===== src/apa_pkg.sv =====
// ----------------------------------------------------------------------------
// Anemometer period averager package
// Shared widths, register indexes, reset values and item codes.
// ----------------------------------------------------------------------------
`timescale 1ns / 1ps

package apa_pkg;

    localparam int TIME_W   = 32;
    localparam int COUNT_W  = 16;
    localparam int CALM_W   = 8;
    localparam int UNIT_W   = 16;
    localparam int PERIOD_W = 16;
    localparam int CFG_W    = 32;
    localparam int CFG_IDX_W = 2;

    typedef enum logic [CFG_IDX_W-1:0] {
        REG_DEBOUNCE_US  = 2'd0,
        REG_CALM_TIMEOUT = 2'd1,
        REG_MAX_SUM_US   = 2'd2,
        REG_UNIT_US      = 2'd3
    } cfg_index_t;

    typedef enum logic {
        MODE_PULSE  = 1'b0,
        MODE_REPORT = 1'b1
    } mode_t;

    localparam logic [TIME_W-1:0] DEBOUNCE_RESET = 32'd10000;
    localparam logic [CALM_W-1:0] CALM_RESET     = 8'd30;
    localparam logic [TIME_W-1:0] MAX_SUM_RESET  = 32'd6000000;
    localparam logic [UNIT_W-1:0] UNIT_RESET     = 16'd100;

endpackage


===== src/apa_in_if.sv =====
// ----------------------------------------------------------------------------
// Input channel
// Valid/ready channel carrying pulse and report words.
// ----------------------------------------------------------------------------
`timescale 1ns / 1ps

interface apa_in_if;
    logic                        valid;
    logic                        ready;
    logic                        mode;
    logic [apa_pkg::TIME_W-1:0]  timestamp_us;

    modport source (output valid, output mode, output timestamp_us, input ready);
    modport sink   (input valid, input mode, input timestamp_us, output ready);
endinterface


===== src/apa_out_if.sv =====
// ----------------------------------------------------------------------------
// Output channel
// Valid/ready channel carrying one result word per report.
// ----------------------------------------------------------------------------
`timescale 1ns / 1ps

interface apa_out_if;
    logic                          valid;
    logic                          ready;
    logic [apa_pkg::PERIOD_W-1:0]  rotation_period;
    logic [apa_pkg::COUNT_W-1:0]   pulses_in_interval;

    modport source (output valid, output rotation_period, output pulses_in_interval,
                    input ready);
    modport sink   (input valid, input rotation_period, input pulses_in_interval,
                    output ready);
endinterface


===== src/apa_divider.sv =====
// ----------------------------------------------------------------------------
// Iterative divider
// Restoring unsigned division, one quotient bit per cycle.
// ----------------------------------------------------------------------------
`timescale 1ns / 1ps

module apa_divider
(
    input  logic                       clk,
    input  logic                       rst_n,
    input  logic                       start,
    input  logic [apa_pkg::TIME_W-1:0] dividend,
    input  logic [apa_pkg::TIME_W-1:0] divisor,
    output logic                       done,
    output logic [apa_pkg::TIME_W-1:0] quotient
);
    import apa_pkg::*;

    localparam int STEP_W = $clog2(TIME_W);

    typedef enum logic {
        D_IDLE,
        D_RUN
    } div_state_t;

    div_state_t          state_reg;
    logic [STEP_W-1:0]   step_reg;
    logic [TIME_W:0]     rem_reg;
    logic [TIME_W-1:0]   quot_reg;
    logic [TIME_W-1:0]   dvs_reg;
    logic                done_reg;

    logic [TIME_W:0]     rem_shift;
    logic [TIME_W:0]     rem_diff;
    logic                fits;

    // The dividend is shifted out of the quotient register into the remainder.
    assign rem_shift = {rem_reg[TIME_W-1:0], quot_reg[TIME_W-1]};
    assign rem_diff  = rem_shift - {1'b0, dvs_reg};
    assign fits      = ~rem_diff[TIME_W];

    always_ff @(posedge clk or negedge rst_n)
    begin
        if (!rst_n)
        begin
            state_reg <= D_IDLE;
            step_reg  <= '0;
            done_reg  <= 1'b0;
            rem_reg   <= '0;
            quot_reg  <= '0;
            dvs_reg   <= '0;
        end
        else
        begin
            done_reg <= 1'b0;
            unique case (state_reg)
                D_IDLE:
                begin
                    if (start)
                    begin
                        rem_reg   <= '0;
                        quot_reg  <= dividend;
                        dvs_reg   <= divisor;
                        step_reg  <= '0;
                        state_reg <= D_RUN;
                    end
                end
                D_RUN:
                begin
                    rem_reg  <= fits ? rem_diff : rem_shift;
                    quot_reg <= {quot_reg[TIME_W-2:0], fits};
                    step_reg <= step_reg + 1'b1;
                    if (step_reg == STEP_W'(TIME_W - 1))
                    begin
                        done_reg  <= 1'b1;
                        state_reg <= D_IDLE;
                    end
                end
                default:
                begin
                    state_reg <= D_IDLE;
                end
            endcase
        end
    end

    assign done     = done_reg;
    assign quotient = quot_reg;

endmodule


===== src/anemometer_pulse_period_averager.sv =====
// ----------------------------------------------------------------------------
// Anemometer pulse period averager
// Debounces timestamped cup pulses and reports the average rotation period.
// ----------------------------------------------------------------------------
// The input channel takes two kinds of word. A pulse word (mode 0) carries a
// microsecond timestamp; it is counted when the wrapping gap since the last
// counted pulse exceeds debounce_us, and it produces no result. A report word
// (mode 1) takes the gap sum and pulse count, clears them and produces one
// result word with the held period and the pulse count.
// A pulse word leaves the block idle, so pulses may follow back to back. A
// report that updates the period runs a 16x16 multiply (multiply state) and a
// restoring division through the divider (division state), one quotient bit
// per cycle; its result word is then presented from the output state, and the
// next word can be taken once the block is back in idle. Any other report
// goes from acceptance straight to the output state.
// The block takes no word while a report is being worked on.
// The result sits in an output register; pulses are still taken while it
// waits, and a finished report waits in place until the register is free.
// Reset clears all state and loads the register defaults; the configuration
// port writes one register per cycle and should be used while idle.
// ----------------------------------------------------------------------------
`timescale 1ns / 1ps

module anemometer_pulse_period_averager
(
    input  logic                          clk,
    input  logic                          rst_n,
    apa_in_if.sink                        in_ch,
    apa_out_if.source                     out_ch,
    input  logic                          cfg_we,
    input  logic [apa_pkg::CFG_IDX_W-1:0] cfg_index,
    input  logic [apa_pkg::CFG_W-1:0]     cfg_data
);
    import apa_pkg::*;

    typedef enum logic [1:0] {
        S_IDLE,
        S_MUL,
        S_DIV,
        S_OUT
    } state_t;

    state_t               state_reg;

    logic [TIME_W-1:0]    debounce_reg;
    logic [CALM_W-1:0]    calm_timeout_reg;
    logic [TIME_W-1:0]    max_sum_reg;
    logic [UNIT_W-1:0]    unit_reg;

    logic [TIME_W-1:0]    last_edge_reg;
    logic [TIME_W-1:0]    gap_sum_reg;
    logic [COUNT_W-1:0]   pulse_count_reg;
    logic [CALM_W-1:0]    calm_count_reg;
    logic [PERIOD_W-1:0]  held_period_reg;

    logic [TIME_W-1:0]    sum_reg;
    logic [COUNT_W-1:0]   cnt_reg;
    logic [TIME_W-1:0]    prod_reg;
    logic                 div_start_reg;

    logic                 out_valid_reg;
    logic [PERIOD_W-1:0]  out_period_reg;
    logic [COUNT_W-1:0]   out_count_reg;

    logic                 in_fire;
    logic [TIME_W-1:0]    gap_next;
    logic                 pulse_ok;
    logic                 do_divide;
    logic [UNIT_W-1:0]    unit_eff;
    logic                 out_free;
    logic                 div_done;
    logic [TIME_W-1:0]    div_quot;

    assign in_ch.ready = (state_reg == S_IDLE);
    assign in_fire     = in_ch.valid && in_ch.ready;
    assign gap_next    = in_ch.timestamp_us - last_edge_reg;
    assign pulse_ok    = gap_next > debounce_reg;
    assign do_divide   = (pulse_count_reg != '0) && (calm_count_reg != calm_timeout_reg)
                         && (gap_sum_reg < max_sum_reg);
    assign unit_eff    = (unit_reg == '0) ? UNIT_W'(1) : unit_reg;
    assign out_free    = !out_valid_reg || out_ch.ready;

    always_ff @(posedge clk or negedge rst_n)
    begin
        if (!rst_n)
        begin
            debounce_reg     <= DEBOUNCE_RESET;
            calm_timeout_reg <= CALM_RESET;
            max_sum_reg      <= MAX_SUM_RESET;
            unit_reg         <= UNIT_RESET;
        end
        else if (cfg_we)
        begin
            unique case (cfg_index_t'(cfg_index))
                REG_DEBOUNCE_US:  debounce_reg     <= cfg_data;
                REG_CALM_TIMEOUT: calm_timeout_reg <= cfg_data[CALM_W-1:0];
                REG_MAX_SUM_US:   max_sum_reg      <= cfg_data;
                REG_UNIT_US:      unit_reg         <= cfg_data[UNIT_W-1:0];
                default:          ;
            endcase
        end
    end

    always_ff @(posedge clk or negedge rst_n)
    begin
        if (!rst_n)
        begin
            state_reg       <= S_IDLE;
            last_edge_reg   <= '0;
            gap_sum_reg     <= '0;
            pulse_count_reg <= '0;
            calm_count_reg  <= '0;
            held_period_reg <= '0;
            sum_reg         <= '0;
            cnt_reg         <= '0;
            prod_reg        <= '0;
            div_start_reg   <= 1'b0;
            out_valid_reg   <= 1'b0;
            out_period_reg  <= '0;
            out_count_reg   <= '0;
        end
        else
        begin
            div_start_reg <= (state_reg == S_MUL);
            if ((state_reg == S_OUT) && out_free)
            begin
                out_valid_reg <= 1'b1;
            end
            else if (out_valid_reg && out_ch.ready)
            begin
                out_valid_reg <= 1'b0;
            end

            unique case (state_reg)
                S_IDLE:
                begin
                    if (in_fire && (in_ch.mode == MODE_PULSE))
                    begin
                        if (pulse_ok)
                        begin
                            last_edge_reg   <= in_ch.timestamp_us;
                            gap_sum_reg     <= gap_sum_reg + gap_next;
                            pulse_count_reg <= pulse_count_reg + 1'b1;
                        end
                    end
                    else if (in_fire)
                    begin
                        sum_reg         <= gap_sum_reg;
                        cnt_reg         <= pulse_count_reg;
                        gap_sum_reg     <= '0;
                        pulse_count_reg <= '0;
                        if (pulse_count_reg != '0)
                        begin
                            calm_count_reg <= '0;
                        end
                        else if (calm_count_reg < calm_timeout_reg)
                        begin
                            calm_count_reg <= calm_count_reg + 1'b1;
                        end
                        else
                        begin
                            held_period_reg <= '0;
                        end
                        state_reg <= do_divide ? S_MUL : S_OUT;
                    end
                end
                S_MUL:
                begin
                    prod_reg  <= TIME_W'(unit_eff) * TIME_W'(cnt_reg);
                    state_reg <= S_DIV;
                end
                S_DIV:
                begin
                    if (div_done)
                    begin
                        // Quotients that do not fit the period field saturate.
                        held_period_reg <= (div_quot[TIME_W-1:PERIOD_W] != '0)
                                           ? '1 : div_quot[PERIOD_W-1:0];
                        state_reg       <= S_OUT;
                    end
                end
                S_OUT:
                begin
                    if (out_free)
                    begin
                        out_period_reg <= held_period_reg;
                        out_count_reg  <= cnt_reg;
                        state_reg      <= S_IDLE;
                    end
                end
                default:
                begin
                    state_reg <= S_IDLE;
                end
            endcase
        end
    end

    apa_divider u_divider
    (
        .clk      (clk),
        .rst_n    (rst_n),
        .start    (div_start_reg),
        .dividend (sum_reg),
        .divisor  (prod_reg),
        .done     (div_done),
        .quotient (div_quot)
    );

    assign out_ch.valid              = out_valid_reg;
    assign out_ch.rotation_period    = out_period_reg;
    assign out_ch.pulses_in_interval = out_count_reg;

endmodule


===== src/flat_wrapper.sv =====
// flat-port wrapper written by rule: the top's interface ports become plain ports
module anemometer_pulse_period_averager_flat import apa_pkg::*;
  (clk, rst_n, cfg_we, cfg_index, cfg_data, in_ch_valid, in_ch_mode, in_ch_timestamp_us, in_ch_ready, out_ch_valid, out_ch_rotation_period, out_ch_pulses_in_interval, out_ch_ready);
  apa_in_if in_ch_i ();
  apa_out_if out_ch_i ();
  input  logic clk;
  input  logic rst_n;
  input  logic cfg_we;
  input  logic [apa_pkg::CFG_IDX_W-1:0] cfg_index;
  input  logic [apa_pkg::CFG_W-1:0] cfg_data;
  input wire logic [$bits(in_ch_i.valid)-1:0] in_ch_valid;
  input wire logic [$bits(in_ch_i.mode)-1:0] in_ch_mode;
  input wire logic [$bits(in_ch_i.timestamp_us)-1:0] in_ch_timestamp_us;
  output wire logic [$bits(in_ch_i.ready)-1:0] in_ch_ready;
  output wire logic [$bits(out_ch_i.valid)-1:0] out_ch_valid;
  output wire logic [$bits(out_ch_i.rotation_period)-1:0] out_ch_rotation_period;
  output wire logic [$bits(out_ch_i.pulses_in_interval)-1:0] out_ch_pulses_in_interval;
  input wire logic [$bits(out_ch_i.ready)-1:0] out_ch_ready;
  assign in_ch_i.valid = in_ch_valid;
  assign in_ch_i.mode = in_ch_mode;
  assign in_ch_i.timestamp_us = in_ch_timestamp_us;
  assign in_ch_ready = in_ch_i.ready;
  assign out_ch_valid = out_ch_i.valid;
  assign out_ch_rotation_period = out_ch_i.rotation_period;
  assign out_ch_pulses_in_interval = out_ch_i.pulses_in_interval;
  assign out_ch_i.ready = out_ch_ready;
  anemometer_pulse_period_averager u_core (.clk(clk), .rst_n(rst_n), .in_ch(in_ch_i), .out_ch(out_ch_i), .cfg_we(cfg_we), .cfg_index(cfg_index), .cfg_data(cfg_data));
endmodule

===== config.mk =====
export PLATFORM = sky130hd
export DESIGN_NAME = anemometer_pulse_period_averager_flat
export DESIGN_NICKNAME = d
export VERILOG_FILES = /design/src/apa_pkg.sv /design/src/apa_in_if.sv /design/src/apa_out_if.sv /design/src/apa_divider.sv /design/src/anemometer_pulse_period_averager.sv /design/src/flat_wrapper.sv
export SDC_FILE = /design/constraint.sdc
export NUM_CORES = 2
export LEC_CHECK = 0
export BUFFER_PORTS_ARGS = -buffer_cell sky130_fd_sc_hd__buf_2
export CAP_MARGIN = 20
export CORE_MARGIN = 2
export CORE_UTILIZATION = 60
export CTS_BUF_LIST = sky130_fd_sc_hd__clkbuf_8
export CTS_CLUSTER_SIZE = 8
export DETAILED_ROUTE_END_ITERATION = 8
export PLACE_DENSITY = 0.87
export SLEW_MARGIN = 25
export SYNTH_ARGS = -nofsm -noshare
export SYNTH_HDL_FRONTEND = slang
export SYNTH_SLANG_ARGS = --single-unit

===== constraint.sdc =====
create_clock -name clk -period 7.5 [get_ports clk]
set_input_delay 0.375 -clock clk [delete_from_list [all_inputs] [get_ports clk]]
set_output_delay 0.375 -clock clk [all_outputs]
set_load 0.01 [all_outputs]

==> out/qor.json <==
{
  "outcome": {"value": "finished clean"},
  "layout.cell_area.non_filler": {"value": 0.03433, "unit": "sq mm"},
  "postSynthRegisterBits": {"value": 411},
  "regToRegStartpoint": {"value": "u_core.unit_reg[10]"},
  "slew_violations": {"value": 0},
  "placement.io_buffers": {"value": 105},
  "min_delay_worst_endpoint": {"value": "u_core.debounce_reg[8]"},
  "synthDistinctLibCells": {"value": 83},
  "via_count_of_the_first_global_routing_pass": {"value": 25070},
  "synthTopCellsByArea": {"value": "dfrtp_1 31%, fa_1 13%, ha_1 11%"},
  "hp-class": {"value": "primary input to flip-flop"},
  "crit_arrival": {"value": 7.49, "unit": "ns"},
  "remaining_drc_errors": {"value": 0},
  "die_width": {"value": 231.9, "unit": "um"},
  "path_class": {"value": "flip-flop to flip-flop"},
  "clk_latency": {"value": 0.66, "unit": "ns"},
  "clock_tree_from_tritoncts": {"value": "built"},
  "leakagePower": {"value": 17.82, "unit": "nW"},
  "drive_gt1_share": {"value": 11.98, "unit": "%"},
  "finalHoldViolations": {"value": 0},
  "timing.rr.end": {"value": "u_core.prod_reg[31]"},
  "worstSetupEndpointType": {"value": "flip-flop"},
  "grt_setup_unrepaired": {"value": "false"},
  "wl_per_cell": {"value": 18.56, "unit": "um"},
  "detailedRoute.firstPassIterationCount": {"value": 5},
  "synth_flop_cell": {"value": "dfrtp_1"},
  "post-cts-setup-buffer-count": {"value": 0},
  "grt_antenna_before_repair": {"value": 1},
  "vertical_die_dimension": {"value": 231.9, "unit": "um"},
  "num_rows": {"value": 83},
  "route.final.wire_length": {"value": 78010, "unit": "um"},
  "ant_nets": {"value": 0},
  "critPathTopFamily": {"value": "adder cells"},
  "cts.sink_count": {"value": 411},
  "initial_core_util": {"value": 60.72, "unit": "%"},
  "cts_htree_levels": {"value": 3},
  "timing.final.setup_violations": {"value": 0},
  "skew": {"value": 0.03761, "unit": "ns"},
  "async_flop_share": {"value": 100.0, "unit": "%"},
  "reg2reg_depth": {"value": 23},
  "gp_routability_congestion": {"value": 0.9228},
  "tritoncts.num_buffers": {"value": 74},
  "required": {"value": 8.00, "unit": "ns"},
  "maximum_number_of_buffers_from_clock_root_to_sink": {"value": 3},
  "grt_usage": {"value": 29.38, "unit": "%"},
  "timing.critical_path.cells": {"value": "nor4_1 > a41oi_1 > buf_4 > nand2b_1 > fa_1 > inv_1 > fa_1 > ha_1 > inv_1 > fa_1 > fa_1 > inv_1 > fa_1 > ha_1 > o21a_1 > o21ai_0 > a211oi_1 > o21ai_1 > o21ai_1 > a41oi_1 > o311ai_0 > xnor2_1 > a21oi_1"},
  "power.ir.vdd_worst": {"value": 0.1723, "unit": "mV"},
  "hpwl": {"value": 55700, "unit": "um"},
  "synth_largest_area_cell": {"value": "dfrtp_1"},
  "yosys_warnings": {"value": 0},
  "syn-cell-area": {"value": 0.03115, "unit": "sq mm"},
  "period_needed": {"value": 6.988, "unit": "ns"},
  "critical_path_buf_inv_count": {"value": 4},
  "sequential_cell_area_fraction_in_the_yosys_report": {"value": 33.10, "unit": "%"},
  "timing.critical_path.from_type": {"value": "flip-flop"},
  "peak_fanout_along_the_critical_path": {"value": 10},
  "postLayoutCoreUtil": {"value": 66.91, "unit": "%"},
  "globalRoute.totalOverflow": {"value": 0},
  "nets": {"value": 4013},
  "via_total_after_detailed_routing": {"value": 24780},
  "path_clk_slew": {"value": 0.06, "unit": "ns"},
  "whs_path_depth": {"value": 3},
  "fin_worst_hold_slack": {"value": 0.04124, "unit": "ns"},
  "post_synth_edffs": {"value": 0},
  "worst_slew_pin_slew": {"value": 1.082, "unit": "ns"},
  "grt_start_max_net_pins": {"value": 149},
  "syn_nets": {"value": 3882},
  "standard_cell_with_the_maximum_stage_delay_on_the_critical_path": {"value": "fa_1"},
  "synthesized_instance_count": {"value": 3335},
  "place_area": {"value": 0.03232, "unit": "sq mm"},
  "cell_mode_on_critical_path": {"value": "fa_1"},
  "areaGrowthSynthToFinish": {"value": 10.19, "unit": "%"},
  "yosys.area.top_type_share": {"value": 31.25, "unit": "%"},
  "final.setup.worst_slack": {"value": 0.5115, "unit": "ns"},
  "initialDrtViolationCount": {"value": 1944},
  "detail_routed_via_count_per_cell": {"value": 5.893},
  "grt_first_pass_wirelength": {"value": 126000, "unit": "um"},
  "top_level_ports": {"value": 106},
  "critical-path-max-stage-delay": {"value": 0.55, "unit": "ns"},
  "dp_worst_setup_slack": {"value": 0.6953, "unit": "ns"},
  "fin_setup_tns": {"value": 0, "unit": "ns"},
  "p_per_area": {"value": 146.6, "unit": "mW/mm^2"},
  "cap_violations": {"value": 0},
  "std_cell_core_area": {"value": 0.05130, "unit": "sq mm"},
  "rel_slew_slack": {"value": 27.90, "unit": "%"},
  "timing.reg2reg.setup_slack": {"value": 0.51, "unit": "ns"},
  "synth.most_common_cell": {"value": "nand2_1"},
  "clock_tree.root_cell": {"value": "clkbuf_8"},
  "synth_commonest_cells": {"value": "542 x nand2_1, 395 x inv_1, 389 x dfrtp_1"},
  "timing.final.crit_share": {"value": 93.18, "unit": "%"},
  "worst_hold_startpoint": {"value": "cfg_data[8]"},
  "floorplan.die_area": {"value": 0.05376, "unit": "sq mm"},
  "max_freq": {"value": 143.1, "unit": "MHz"},
  "synth.avg_cell_area": {"value": 9.341, "unit": "sq um"}
}
power by group:
group / leakage (nW) / switching, W / internal, W
Combinational: 11.7 / 0.000309 / 0.000206
Clock: 0.873 / 0.000968 / 0.00116
Sequential: 5.27 / 0.0000705 / 0.00232
Total: 17.8 / 0.00135 / 0.00368
metal layers:
layer	up-vias	track usage [%]	share of wire, %
li1	11470	-	-
met3	276	5.734	7.6
met5	-	0	0
met2	969	47.75	47
met4	0	14.74	5.2
met1	12070	37.61	40
layout by cell type (no fill, tap or decap), drive strengths merged, types with 50 or more instances in the layout:
cell type	netlist	final
fa	197	197
dlygate4sd3	0	51
ha	278	278
a21o	93	93
o21ai	270	270
nor2	81	81
dfrtp	389	389
xor2	51	51
inv	395	426
buf	18	138
mux2	113	113
a21oi	127	127
nand4	50	50
clkbuf	116	90
xnor2	63	63
and2	114	114
nand2	542	542
stage by stage:
step,cells,power [W]
final,4204,0.005031
after global routing,4203,0.005228
after CTS,4202,0.005048
after detailed placement,4019,0.002907
after global placement,4019,0.002882
after floorplan,3335,0.002697
kinds of logic after synthesis:
kind of cell | synth area share (%)
and+or+nand+nor | 14.93
AOI/OAI and AO/OA | 13.33
buffers and inverters | 6.426
adders and majority gates | 23.83
DFF | 33.10
muxes | 5.177
xor gates and xnor gates | 3.205
worst reg2reg max path: stages, from the launching register on:
cell and delay (ns):
dfrtp_1 0.37, nor4_1 0.50, a41oi_1 0.32, buf_4 0.26, nand2b_1 0.18, fa_1 0.40, inv_1 0.08, fa_1 0.42
ha_1 0.19, inv_1 0.06, fa_1 0.43, fa_1 0.55, inv_1 0.05, fa_1 0.46, ha_1 0.34, o21a_1 0.13
o21ai_0 0.09, a211oi_1 0.38, o21ai_1 0.24, o21ai_1 0.43, a41oi_1 0.21, o311ai_0 0.49, xnor2_1 0.17, a21oi_1 0.08
repair_timing:
action	in CTS	in global routing
hold endpoints to repair	154	0
hold buffers	51	0
resized for setup	0	0
worst max-delay path by stage:
stage | start | to | depth (start not counted) | slack, ns
finish | u_core.unit_reg[10] | u_core.prod_reg[31] | 23 | 0.51
global route | u_core.unit_reg[3] | u_core.prod_reg[30] | 26 | 0.05
CTS | u_core.unit_reg[6] | u_core.prod_reg[25] | 25 | 0.62
detailed placement | u_core.unit_reg[6] | u_core.prod_reg[25] | 25 | 0.70
global placement | u_core.unit_reg[2] | u_core.prod_reg[24] | 26 | 0.87
floorplan | u_core.unit_reg[2] | u_core.prod_reg[24] | 23 | 1.07
layout make-up:
class / count / area [sq um]
Clock inverter: 42 / 244.0
Timing Repair Buffer: 189 / 1314
Fill cell: 3777 / 16980
Clock buffer: 90 / 1239
Inverter: 396 / 1486
Sequential cell: 411 / 10310
Antenna cell: 2 / 5.005
Tap cell: 680 / 850.8
Multi-Input combinational cell: 2394 / 18870
No activity file was read; power rests on OpenSTA's default activity.
